--- src/rtl/aad_pkg.sv ---
// ----------------------------------------------------------------------------
// aad_pkg
// Shared types, constants and conversions for the area-average decimator.
// ----------------------------------------------------------------------------
package aad_pkg;

	localparam int FRAC_BITS   = 16;
	localparam int RATIO_W     = 20;
	localparam int RAW_W       = 16;
	localparam int OUT_W       = 16;
	localparam int SMP_W       = 24;
	localparam int SUM_W       = 48;
	localparam int PROD_W      = SMP_W + RATIO_W;
	localparam int QUO_W       = SMP_W;
	localparam int REM_W       = RATIO_W;
	localparam int DIV_CNT_W   = $clog2(QUO_W + 1);
	localparam int QUEUE_DEPTH = 2;
	localparam int CFG_IDX_W   = 2;

	// Unit weight and the reset ratio (2.0), both with FRAC_BITS fraction bits.
	localparam logic [RATIO_W-1:0] ONE_WEIGHT  = RATIO_W'(1 << FRAC_BITS);
	localparam logic [RATIO_W-1:0] RATIO_RESET = RATIO_W'(2 << FRAC_BITS);
	localparam logic [RAW_W-1:0]   MID_SAMPLE  = RAW_W'(1 << (RAW_W - 1));
	localparam logic [QUO_W-1:0]   MID_AVG     = QUO_W'(1) << (QUO_W - 1);

	typedef enum logic [CFG_IDX_W-1:0] {
		CFG_RATIO  = 2'd0,
		CFG_WIDE   = 2'd1,
		CFG_STEREO = 2'd2
	} cfg_idx_t;

	typedef enum logic [1:0] {
		KIND_AVG,
		KIND_COPY,
		KIND_MUTE
	} kind_t;

	typedef enum logic [2:0] {
		ST_IDLE,
		ST_MUL,
		ST_ADD,
		ST_DSTART,
		ST_DIV,
		ST_EMIT,
		ST_RMUL,
		ST_RSET
	} back_state_t;

	typedef struct packed {
		kind_t            kind;
		logic [SMP_W-1:0] xl;
		logic [SMP_W-1:0] xr;
		logic             last;
		logic             stereo;
	} entry_t;

	typedef struct packed {
		logic               go;
		logic [RATIO_W-1:0] ratio;
	} restart_t;

	typedef struct packed {
		logic               start;
		logic [SUM_W-1:0]   dvd_l;
		logic [SUM_W-1:0]   dvd_r;
		logic [RATIO_W-1:0] divisor;
	} div_req_t;

	typedef struct packed {
		logic             done;
		logic [QUO_W-1:0] quo_l;
		logic [QUO_W-1:0] quo_r;
	} div_rsp_t;

	function automatic logic [SMP_W-1:0] to_offset24(input logic [RAW_W-1:0] raw,
			input logic wide);
		if (wide) begin
			return {raw ^ MID_SAMPLE, 8'd0};
		end
		return {raw[7:0], 16'd0};
	endfunction

	function automatic logic [OUT_W-1:0] to_out16(input logic [SMP_W-1:0] avg);
		return avg[SMP_W-1 -: OUT_W] ^ MID_SAMPLE;
	endfunction

endpackage

--- src/rtl/aad_front.sv ---
// ----------------------------------------------------------------------------
// aad_front
// Converts incoming frames to offset binary and classifies them by mode.
// ----------------------------------------------------------------------------
module aad_front (
	input  logic                       in_valid,
	output logic                       in_stall,
	input  logic [aad_pkg::RAW_W-1:0]  left_raw,
	input  logic [aad_pkg::RAW_W-1:0]  right_raw,
	input  logic                       last_frame,
	input  logic [aad_pkg::RATIO_W-1:0] ratio,
	input  logic                       wide,
	input  logic                       stereo,
	input  logic                       q_full,
	output logic                       q_push,
	output aad_pkg::entry_t            q_data
);
	import aad_pkg::*;

	assign in_stall = q_full;
	assign q_push   = in_valid && !q_full;

	always_comb begin
		q_data.xl     = to_offset24(left_raw, wide);
		q_data.xr     = stereo ? to_offset24(right_raw, wide) : '0;
		q_data.last   = last_frame;
		q_data.stereo = stereo;
		// ratio of exactly one copies, below one mutes, otherwise average
		if (ratio == ONE_WEIGHT) begin
			q_data.kind = KIND_COPY;
		end else if (ratio < ONE_WEIGHT) begin
			q_data.kind = KIND_MUTE;
		end else begin
			q_data.kind = KIND_AVG;
		end
	end

endmodule

--- src/rtl/aad_fifo.sv ---
// ----------------------------------------------------------------------------
// aad_fifo
// Short queue of classified frames between front and back.
// ----------------------------------------------------------------------------
module aad_fifo (
	input  logic            clk,
	input  logic            arst_n,
	input  logic            push,
	input  aad_pkg::entry_t wdata,
	input  logic            pop,
	output aad_pkg::entry_t rdata,
	output logic            full,
	output logic            empty
);
	import aad_pkg::*;

	localparam int PTR_W = (QUEUE_DEPTH > 1) ? $clog2(QUEUE_DEPTH) : 1;
	localparam int CNT_W = $clog2(QUEUE_DEPTH + 1);

	entry_t             mem_q [QUEUE_DEPTH];
	logic [PTR_W-1:0]   wr_ptr_q;
	logic [PTR_W-1:0]   rd_ptr_q;
	logic [CNT_W-1:0]   count_q;

	assign full  = (count_q == CNT_W'(QUEUE_DEPTH));
	assign empty = (count_q == '0);
	assign rdata = mem_q[rd_ptr_q];

	function automatic logic [PTR_W-1:0] next_ptr(input logic [PTR_W-1:0] p);
		if (p == PTR_W'(QUEUE_DEPTH - 1)) begin
			return '0;
		end
		return p + PTR_W'(1);
	endfunction

	always_ff @(posedge clk) begin
		if (push) begin
			mem_q[wr_ptr_q] <= wdata;
		end
	end

	always_ff @(posedge clk or negedge arst_n) begin
		if (!arst_n) begin
			wr_ptr_q <= '0;
			rd_ptr_q <= '0;
			count_q  <= '0;
		end else begin
			if (push) begin
				wr_ptr_q <= next_ptr(wr_ptr_q);
			end
			if (pop) begin
				rd_ptr_q <= next_ptr(rd_ptr_q);
			end
			if (push && !pop) begin
				count_q <= count_q + CNT_W'(1);
			end else if (pop && !push) begin
				count_q <= count_q - CNT_W'(1);
			end
		end
	end

endmodule

--- src/rtl/aad_div.sv ---
// ----------------------------------------------------------------------------
// aad_div
// Two-lane restoring divider, one quotient bit per cycle, 24-bit saturated.
// ----------------------------------------------------------------------------
module aad_div (
	input  logic              clk,
	input  logic              arst_n,
	input  aad_pkg::div_req_t req,
	output aad_pkg::div_rsp_t rsp
);
	import aad_pkg::*;

	logic [REM_W-1:0]     rem_q  [2];
	logic [QUO_W-1:0]     dvd_q  [2];
	logic                 sat_q  [2];
	logic [RATIO_W-1:0]   div_q;
	logic                 zero_q;
	logic [DIV_CNT_W-1:0] cnt_q;
	logic                 done_q;

	logic [SUM_W-1:0]     dvd_in [2];
	logic [REM_W:0]       part   [2];
	logic [REM_W:0]       diff   [2];
	logic                 ge     [2];
	logic [QUO_W-1:0]     quo    [2];

	assign dvd_in[0] = req.dvd_l;
	assign dvd_in[1] = req.dvd_r;

	always_comb begin
		for (int i = 0; i < 2; i++) begin
			part[i] = {rem_q[i], dvd_q[i][QUO_W-1]};
			ge[i]   = (part[i] >= {1'b0, div_q});
			diff[i] = part[i] - {1'b0, div_q};
			if (zero_q) begin
				quo[i] = MID_AVG;
			end else if (sat_q[i]) begin
				quo[i] = '1;
			end else begin
				quo[i] = dvd_q[i];
			end
		end
	end

	assign rsp.done  = done_q;
	assign rsp.quo_l = quo[0];
	assign rsp.quo_r = quo[1];

	always_ff @(posedge clk) begin
		for (int i = 0; i < 2; i++) begin
			if (req.start) begin
				// quotient overflows 24 bits when the top half reaches the divisor
				sat_q[i] <= (dvd_in[i][SUM_W-1:QUO_W] >= (SUM_W - QUO_W)'(req.divisor));
				rem_q[i] <= dvd_in[i][QUO_W +: REM_W];
				dvd_q[i] <= dvd_in[i][QUO_W-1:0];
			end else if (cnt_q != '0) begin
				rem_q[i] <= ge[i] ? diff[i][REM_W-1:0] : part[i][REM_W-1:0];
				dvd_q[i] <= {dvd_q[i][QUO_W-2:0], ge[i]};
			end
		end
		if (req.start) begin
			div_q  <= req.divisor;
			zero_q <= (req.divisor == '0);
		end
	end

	always_ff @(posedge clk or negedge arst_n) begin
		if (!arst_n) begin
			cnt_q  <= '0;
			done_q <= 1'b0;
		end else begin
			done_q <= (cnt_q == DIV_CNT_W'(1));
			if (req.start) begin
				cnt_q <= DIV_CNT_W'(QUO_W);
			end else if (cnt_q != '0) begin
				cnt_q <= cnt_q - DIV_CNT_W'(1);
			end
		end
	end

endmodule

--- src/rtl/aad_back.sv ---
// ----------------------------------------------------------------------------
// aad_back
// Accumulates weighted area per channel, divides and emits results.
// ----------------------------------------------------------------------------
module aad_back (
	input  logic                         clk,
	input  logic                         arst_n,
	input  logic                         q_empty,
	input  aad_pkg::entry_t              q_data,
	output logic                         q_pop,
	input  logic [aad_pkg::RATIO_W-1:0]  ratio,
	input  aad_pkg::restart_t            restart,
	output aad_pkg::div_req_t            div_req,
	input  aad_pkg::div_rsp_t            div_rsp,
	output logic                         out_valid,
	input  logic                         out_stall,
	output logic signed [aad_pkg::OUT_W-1:0] left_out,
	output logic signed [aad_pkg::OUT_W-1:0] right_out,
	output logic                         is_flush,
	output logic                         last_of_run
);
	import aad_pkg::*;

	back_state_t        state_q, state_d;
	entry_t             ent_q;
	logic [SUM_W-1:0]   sum_l_q, sum_r_q;
	logic [PROD_W-1:0]  prod_l_q, prod_r_q;
	logic [RATIO_W-1:0] weight_q;
	logic               flush_q;
	logic               out_valid_q;
	logic [OUT_W-1:0]   left_q, right_q;
	logic               is_flush_q, last_q;

	logic               bnd, out_free, emit, div_start;
	logic [RATIO_W-1:0] rest, mulw, used;
	logic [OUT_W-1:0]   res_l, res_r;

	assign bnd      = (weight_q < ONE_WEIGHT);
	assign rest     = ONE_WEIGHT - weight_q;
	assign mulw     = (state_q == ST_RMUL) ? rest : (bnd ? weight_q : ONE_WEIGHT);
	assign used     = (ratio > weight_q) ? ratio - weight_q : '0;
	assign out_free = !out_valid_q || !out_stall;

	assign div_req.start   = div_start;
	assign div_req.dvd_l   = sum_l_q;
	assign div_req.dvd_r   = sum_r_q;
	assign div_req.divisor = flush_q ? used : ratio;

	always_comb begin
		case (ent_q.kind)
			KIND_COPY: begin
				res_l = to_out16(ent_q.xl);
				res_r = to_out16(ent_q.xr);
			end
			KIND_AVG: begin
				res_l = to_out16(div_rsp.quo_l);
				res_r = to_out16(div_rsp.quo_r);
			end
			default: begin
				res_l = '0;
				res_r = '0;
			end
		endcase
	end

	always_ff @(posedge clk or negedge arst_n) begin
		if (!arst_n) begin
			state_q <= ST_IDLE;
		end else begin
			state_q <= state_d;
		end
	end

	always_comb begin
		state_d   = state_q;
		q_pop     = 1'b0;
		div_start = 1'b0;
		emit      = 1'b0;
		unique case (state_q)
			ST_IDLE: begin
				if (!q_empty) begin
					q_pop   = 1'b1;
					state_d = (q_data.kind == KIND_AVG) ? ST_MUL : ST_EMIT;
				end
			end
			ST_MUL: begin
				state_d = ST_ADD;
			end
			ST_ADD: begin
				state_d = (bnd || ent_q.last) ? ST_DSTART : ST_IDLE;
			end
			ST_DSTART: begin
				div_start = 1'b1;
				state_d   = ST_DIV;
			end
			ST_DIV: begin
				if (div_rsp.done) begin
					state_d = ST_EMIT;
				end
			end
			ST_EMIT: begin
				if (out_free) begin
					emit = 1'b1;
					if (ent_q.kind != KIND_AVG || flush_q) begin
						state_d = ST_IDLE;
					end else begin
						state_d = ST_RMUL;
					end
				end
			end
			ST_RMUL: begin
				state_d = ST_RSET;
			end
			ST_RSET: begin
				state_d = ent_q.last ? ST_DSTART : ST_IDLE;
			end
			default: begin
				state_d = ST_IDLE;
			end
		endcase
	end

	always_ff @(posedge clk) begin
		if (q_pop) begin
			ent_q <= q_data;
		end
		if (state_q == ST_MUL || state_q == ST_RMUL) begin
			prod_l_q <= ent_q.xl * mulw;
			prod_r_q <= ent_q.xr * mulw;
		end
		if (emit) begin
			left_q     <= res_l;
			right_q    <= ent_q.stereo ? res_r : '0;
			is_flush_q <= flush_q;
			last_q     <= (ent_q.kind != KIND_AVG) || flush_q || !ent_q.last;
		end
	end

	always_ff @(posedge clk or negedge arst_n) begin
		if (!arst_n) begin
			sum_l_q  <= '0;
			sum_r_q  <= '0;
			weight_q <= RATIO_RESET;
			flush_q  <= 1'b0;
		end else if (restart.go) begin
			sum_l_q  <= '0;
			sum_r_q  <= '0;
			weight_q <= restart.ratio;
		end else begin
			case (state_q)
				ST_IDLE: begin
					if (q_pop) begin
						flush_q <= 1'b0;
					end
				end
				ST_ADD: begin
					sum_l_q <= sum_l_q + SUM_W'(prod_l_q);
					sum_r_q <= sum_r_q + SUM_W'(prod_r_q);
					if (!bnd) begin
						weight_q <= weight_q - ONE_WEIGHT;
					end
					flush_q <= !bnd;
				end
				ST_EMIT: begin
					if (emit && flush_q) begin
						sum_l_q  <= '0;
						sum_r_q  <= '0;
						weight_q <= ratio;
					end
				end
				ST_RSET: begin
					sum_l_q  <= SUM_W'(prod_l_q);
					sum_r_q  <= SUM_W'(prod_r_q);
					weight_q <= (ratio >= rest) ? ratio - rest : '0;
					flush_q  <= ent_q.last;
				end
				default: begin
				end
			endcase
		end
	end

	always_ff @(posedge clk or negedge arst_n) begin
		if (!arst_n) begin
			out_valid_q <= 1'b0;
		end else if (emit) begin
			out_valid_q <= 1'b1;
		end else if (!out_stall) begin
			out_valid_q <= 1'b0;
		end
	end

	assign out_valid   = out_valid_q;
	assign left_out    = left_q;
	assign right_out   = right_q;
	assign is_flush    = is_flush_q;
	assign last_of_run = last_q;

endmodule

--- src/rtl/pcm_area_average_decimator.sv ---
// ----------------------------------------------------------------------------
// pcm_area_average_decimator
// Fractional-ratio box-filter decimator for stereo or mono PCM frames.
// ----------------------------------------------------------------------------
// Rate: the front takes a request in any cycle that the two-entry queue has
// room; the back works on one frame at a time. A frame that only adds to the
// running area passes through the multiply and add states; copy and mute
// frames go straight to the emit state. A frame that crosses an output
// boundary, and a final frame for its flush result, wait on the 24-step
// restoring divider, which handles both channels side by side and raises
// its done flag. Any stall on the output holds the back end longer. A
// result waits in the output register while the queue keeps filling.
//
// Operation: each frame is turned into 24-bit offset binary (8-bit unsigned
// or 16-bit signed input). Whole samples are weighted by one, a sample that
// straddles an output boundary is split between the two outputs, and each
// output is the gathered area divided by the ratio (Q16). On a last frame
// the remainder is divided by the weight actually gathered and flagged with
// is_flush, and the stream restarts. A ratio of exactly one copies frames
// through; a ratio below one gives zero results. Writing the ratio register
// restarts the stream. Configure only while the block is idle.
// ----------------------------------------------------------------------------
module pcm_area_average_decimator (
	input  logic                             clk,
	input  logic                             arst_n,
	input  logic                             cfg_wr_en,
	input  logic [aad_pkg::CFG_IDX_W-1:0]    cfg_index,
	input  logic [aad_pkg::RATIO_W-1:0]      cfg_data,
	input  logic                             in_valid,
	output logic                             in_stall,
	input  logic [aad_pkg::RAW_W-1:0]        left_raw,
	input  logic [aad_pkg::RAW_W-1:0]        right_raw,
	input  logic                             last_frame,
	output logic                             out_valid,
	input  logic                             out_stall,
	output logic signed [aad_pkg::OUT_W-1:0] left_out,
	output logic signed [aad_pkg::OUT_W-1:0] right_out,
	output logic                             is_flush,
	output logic                             last_of_run
);
	import aad_pkg::*;

	// configuration registers
	logic [RATIO_W-1:0] ratio_q;
	logic               wide_q;
	logic               stereo_q;

	restart_t restart;
	entry_t   q_wdata, q_rdata;
	logic     q_push, q_pop, q_full, q_empty;
	div_req_t div_req;
	div_rsp_t div_rsp;

	always_ff @(posedge clk or negedge arst_n) begin
		if (!arst_n) begin
			ratio_q  <= RATIO_RESET;
			wide_q   <= 1'b1;
			stereo_q <= 1'b1;
		end else if (cfg_wr_en) begin
			case (cfg_index)
				CFG_RATIO:  ratio_q  <= cfg_data;
				CFG_WIDE:   wide_q   <= cfg_data[0];
				CFG_STEREO: stereo_q <= cfg_data[0];
				default: begin
				end
			endcase
		end
	end

	// a ratio write clears both sums and reloads the owed weight
	assign restart.go    = cfg_wr_en && (cfg_index == CFG_RATIO);
	assign restart.ratio = cfg_data;

	aad_front u_front (
		.in_valid   (in_valid),
		.in_stall   (in_stall),
		.left_raw   (left_raw),
		.right_raw  (right_raw),
		.last_frame (last_frame),
		.ratio      (ratio_q),
		.wide       (wide_q),
		.stereo     (stereo_q),
		.q_full     (q_full),
		.q_push     (q_push),
		.q_data     (q_wdata)
	);

	aad_fifo u_fifo (
		.clk    (clk),
		.arst_n (arst_n),
		.push   (q_push),
		.wdata  (q_wdata),
		.pop    (q_pop),
		.rdata  (q_rdata),
		.full   (q_full),
		.empty  (q_empty)
	);

	aad_div u_div (
		.clk    (clk),
		.arst_n (arst_n),
		.req    (div_req),
		.rsp    (div_rsp)
	);

	aad_back u_back (
		.clk         (clk),
		.arst_n      (arst_n),
		.q_empty     (q_empty),
		.q_data      (q_rdata),
		.q_pop       (q_pop),
		.ratio       (ratio_q),
		.restart     (restart),
		.div_req     (div_req),
		.div_rsp     (div_rsp),
		.out_valid   (out_valid),
		.out_stall   (out_stall),
		.left_out    (left_out),
		.right_out   (right_out),
		.is_flush    (is_flush),
		.last_of_run (last_of_run)
	);

endmodule

--- config.mk ---
export PLATFORM = sky130hd
export DESIGN_NAME = pcm_area_average_decimator
export DESIGN_NICKNAME = d
export VERILOG_FILES = /design/src/rtl/aad_pkg.sv /design/src/rtl/aad_front.sv /design/src/rtl/aad_fifo.sv /design/src/rtl/aad_div.sv /design/src/rtl/aad_back.sv /design/src/rtl/pcm_area_average_decimator.sv
export SDC_FILE = /design/constraint.sdc
export NUM_CORES = 2
export LEC_CHECK = 0
export ABC_CLOCK_PERIOD_IN_PS = 8260
export BUFFER_PORTS_ARGS = -buffer_cell sky130_fd_sc_hd__buf_4
export CORE_MARGIN = 4
export CORE_UTILIZATION = 45
export DETAILED_ROUTE_END_ITERATION = 8
export GPL_ROUTABILITY_DRIVEN = 0
export SYNTH_ARGS = -nofsm -noshare
export SYNTH_HDL_FRONTEND = slang
export SYNTH_SLANG_ARGS = --single-unit
--- constraint.sdc ---
create_clock -name clk -period 8.26 [get_ports clk]
set_input_delay 0.826 -clock clk [delete_from_list [all_inputs] [get_ports clk]]
set_output_delay 0.826 -clock clk [all_outputs]
set_load 0.02 [all_outputs]
==> results.py <==
metrics = {
    "status": {
        "status": "complete, no violations",
    },
    "sta": {
        "finalWorstPathRequiredPeriod_ns": 7.96,
        "hold-worst-slack_ns": 0.171,
        "setup_slack_ns": 0.300,
        "fmax_ghz": 0.126,
        "slew_violations": 0,
        "setup_viol": 0,
        "final-hold-violation-count": 0,
        "setup_tns_ns": 0,
        "fin_skew_ns": 0.0866,
        "fin_crit_sh_pct": 96.4,
        "relSlewSlack_pct": 24.6,
        "grt_setup_unrepaired": "yes",
        "max_slew.worst_pin.slew_ns": 1.10,
    },
    "cells_and_area": {
        "post_route_cells_drive_above_1_share_pct": 10.4,
        "final_nets": 6390,
        "final_cells": 6798,
        "n_fill_cell": 10100,
        "antennaDiodeCount": 0,
        "syn2layout_area_growth_pct": 11.7,
    },
    "synthesis": {
        "yosys.area.top_type": "fa_1",
        "synthTopCellsByCount": "727 x inv_1, 703 x nand2_1, 502 x fa_1",
        "async_reset_ff_share_pct": 29.7,
        "synth_nets": 6269,
        "syn_inst": 5217,
        "synth_edf_count": 325,
        "yosysMostFrequentCell": "inv_1",
        "synth_area_per_cell_um2": 9.44,
        "synth_cell_types": 89,
        "ys_top_cells_by_area": "fa_1 20%, edfxtp_1 20%, ha_1 12%, dfrtp_1 6.8%, inv_1 5.5%",
        "yosysWarnings": 0,
        "ys_seq_area_share_pct": 26.8,
        "syn_area_mm2": 0.0492,
        "synth_ff_type": "edfxtp_1",
        "yosys.area.top_type_share_pct": 20.4,
        "ys_seq_elements": 462,
    },
    "floorplanning": {
        "io_pins": 96,
        "dieArea_mm2": 0.115,
        "die_x_um": 339,
        "die_h_um": 339,
        "fp.coreArea_mm2": 0.109,
        "start_util_pct": 45.3,
        "num_rows": 121,
    },
    "setup_path": {
        "arrival_ns": 8.38,
        "cp_data_required_time_ns": 8.68,
        "path_class": "register to register",
        "startpoint_type": "register",
        "crit_path_frequent_cell": "fa_1",
        "critPathMaxStageDelay_ns": 0.51,
        "critPathSlowestCell": "fa_1",
        "cp_max_fo": 7,
        "endpoint_kind": "register",
    },
    "grt": {
        "antenna_found_initial": 3,
        "grt_pass1_wl_um": 217000,
        "grtUsageTotal_pct": 24.0,
        "grt_max_degree": 78,
        "grt_pass1_vias": 37400,
        "grt_remaining_overflow": 0,
    },
    "route": {
        "firstDrtPassIters": 6,
        "via_per_inst": 5.52,
        "initialDrtViolationCount": 2795,
        "drc": 0,
        "drtAntennaViolNets": 0,
        "num_vias": 37500,
        "wirelength_um": 140000,
        "wl_per_cell_um": 20.6,
    },
    "flow_run": {
        "drv_cap": 0,
    },
    "clock_network": {
        "clk_latency_ns": 0.68,
        "root_buffer": "clkbuf_16",
        "ctsLongestPathBuffers": 3,
        "cts_tree": "done",
        "ctsHoldBuffers": 0,
        "clk_pin_slew_worst_paths_ns": 0.06,
        "clock-sinks": 462,
        "numCtsBuffers": 55,
        "cts_max_level": 2,
    },
    "placed_design": {
        "io_buffer_count": 95,
        "place_ws_ns": -0.0542,
        "post-place-cells": 6670,
        "post-dp-hpwl_um": 109000,
    },
    "hold_path": {
        "holdCritPathClass": "primary input to asynchronous set/reset pin",
    },
}
[final timing paths]
kind	end	slack, ns	startpoint	depth (start not counted)
min	ratio_q[10]	0.17	arst_n	1
max in group asynchronous	u_back.sum_l_q[15]	6.55	arst_n	2
min reg2reg	u_back.ent_q[19]	0.47	u_fifo.mem_q[0][19]	1
max	u_back.prod_r_q[30]	0.30	u_back.state_q[2]	28
max reg2reg	u_back.prod_r_q[30]	0.30	u_back.state_q[2]	28
min in group clk	ratio_q[9]	0.35	cfg_data[9]	3
[worst max-delay path: cells and delay by family (launching register included)]
kind / cells / cell delay [ns]
DFF: 1 / 0.36
adders and majority gates: 8 / 3.76
and+or+nand+nor: 2 / 0.57
xor gates and xnor gates: 1 / 0.44
AOI/OAI and AO/OA: 8 / 1.59
buffers and inverters: 9 / 0.98
[sequential cells by signal, summed over array words and instances (netlist names), 36 cells and up]
name,cells
u_div.rem_q,40
u_back.prod_r_q,36
u_div.dvd_q,48
u_back.sum_r_q,40
u_back.sum_l_q,40
u_fifo.mem_q,72
u_back.ent_q,36
u_back.prod_l_q,36
[kinds of logic after synthesis]
family / count (synthesis) / share of synthesized area [%]
adders and majority gates: 992 / 32.9
and+or+nand+nor: 1560 / 15.1
DFF: 462 / 26.8
muxes: 88 / 1.91
AOI/OAI and AO/OA: 932 / 12.0
xor gates and xnor gates: 221 / 3.93
buffers and inverters: 962 / 7.37
[layout make-up]
cell class | instances | area (um2) | area share [%]
Clock buffer | 65 | 1420 | 2.59
Clock inverter | 38 | 445 | 0.809
Inverter | 728 | 2730 | 4.97
Multi-Input combinational cell | 3794 | 33000 | 59.9
Sequential cell | 462 | 13200 | 24.0
Tap cell | 1414 | 1770 | 3.21
Timing Repair Buffer | 297 | 2490 | 4.53
[through the flow]
stage / utilization [%] / instance area, um2
2_1_floorplan: - / 49200
3_3_place_gp: 48.3 / 52500
3_5_place_dp: 48.3 / 52500
4_1_cts: 50.1 / 54400
5_1_grt: 50.6 / 55000
6_report: 50.6 / 55000
[routing by layer]
layer  routed length (um)  vias to the layer above  GRT usage, %
met4                 4760                        2          6.86
met1                62700                    18600          34.2
met5                   13                        -             0
met3                10000                      186          4.37
met2                62500                     1163          37.7
li1                     -                    17600             -
[timing repair]
action	CTS	global route
resized for setup	6	71
setup buffers	0	22
cloned	0	3
endpoints found under the setup margin	5	27
pin swaps	3	38
[placed cells by master, fill, tap and decap left out, types with 13 or more instances in the layout]
cell type	synthesis	routed
xnor2_1	152	146
o21a_1	13	13
and2_1	358	357
nand2b_1	38	38
nand2_1	703	700
a22oi_1	45	45
and3_1	34	30
mux2_2	47	47
fa_1	502	501
inv_1	727	727
mux2i_1	41	41
o21ai_0	255	234
nor3_1	50	43
ha_1	490	485
a22o_1	16	16
clkbuf_16	0	57
xor2_1	69	69
a211oi_1	24	23
buf_12	0	16
a21oi_1	254	242
nand3_1	61	60
a21o_1	103	103
nor2b_1	37	36
nand4_1	31	31
o21bai_1	32	32
a222oi_1	19	19
a21oi_2	2	14
dfrtp_1	133	132
nor2_1	183	173
o21ai_4	0	13
edfxtp_1	325	325
or3_1	16	15
buf_4	0	273
a31oi_1	25	22
Power is not shown: default switching activity piles up to over one toggle a cycle in this logic, so the estimate is an artifact.
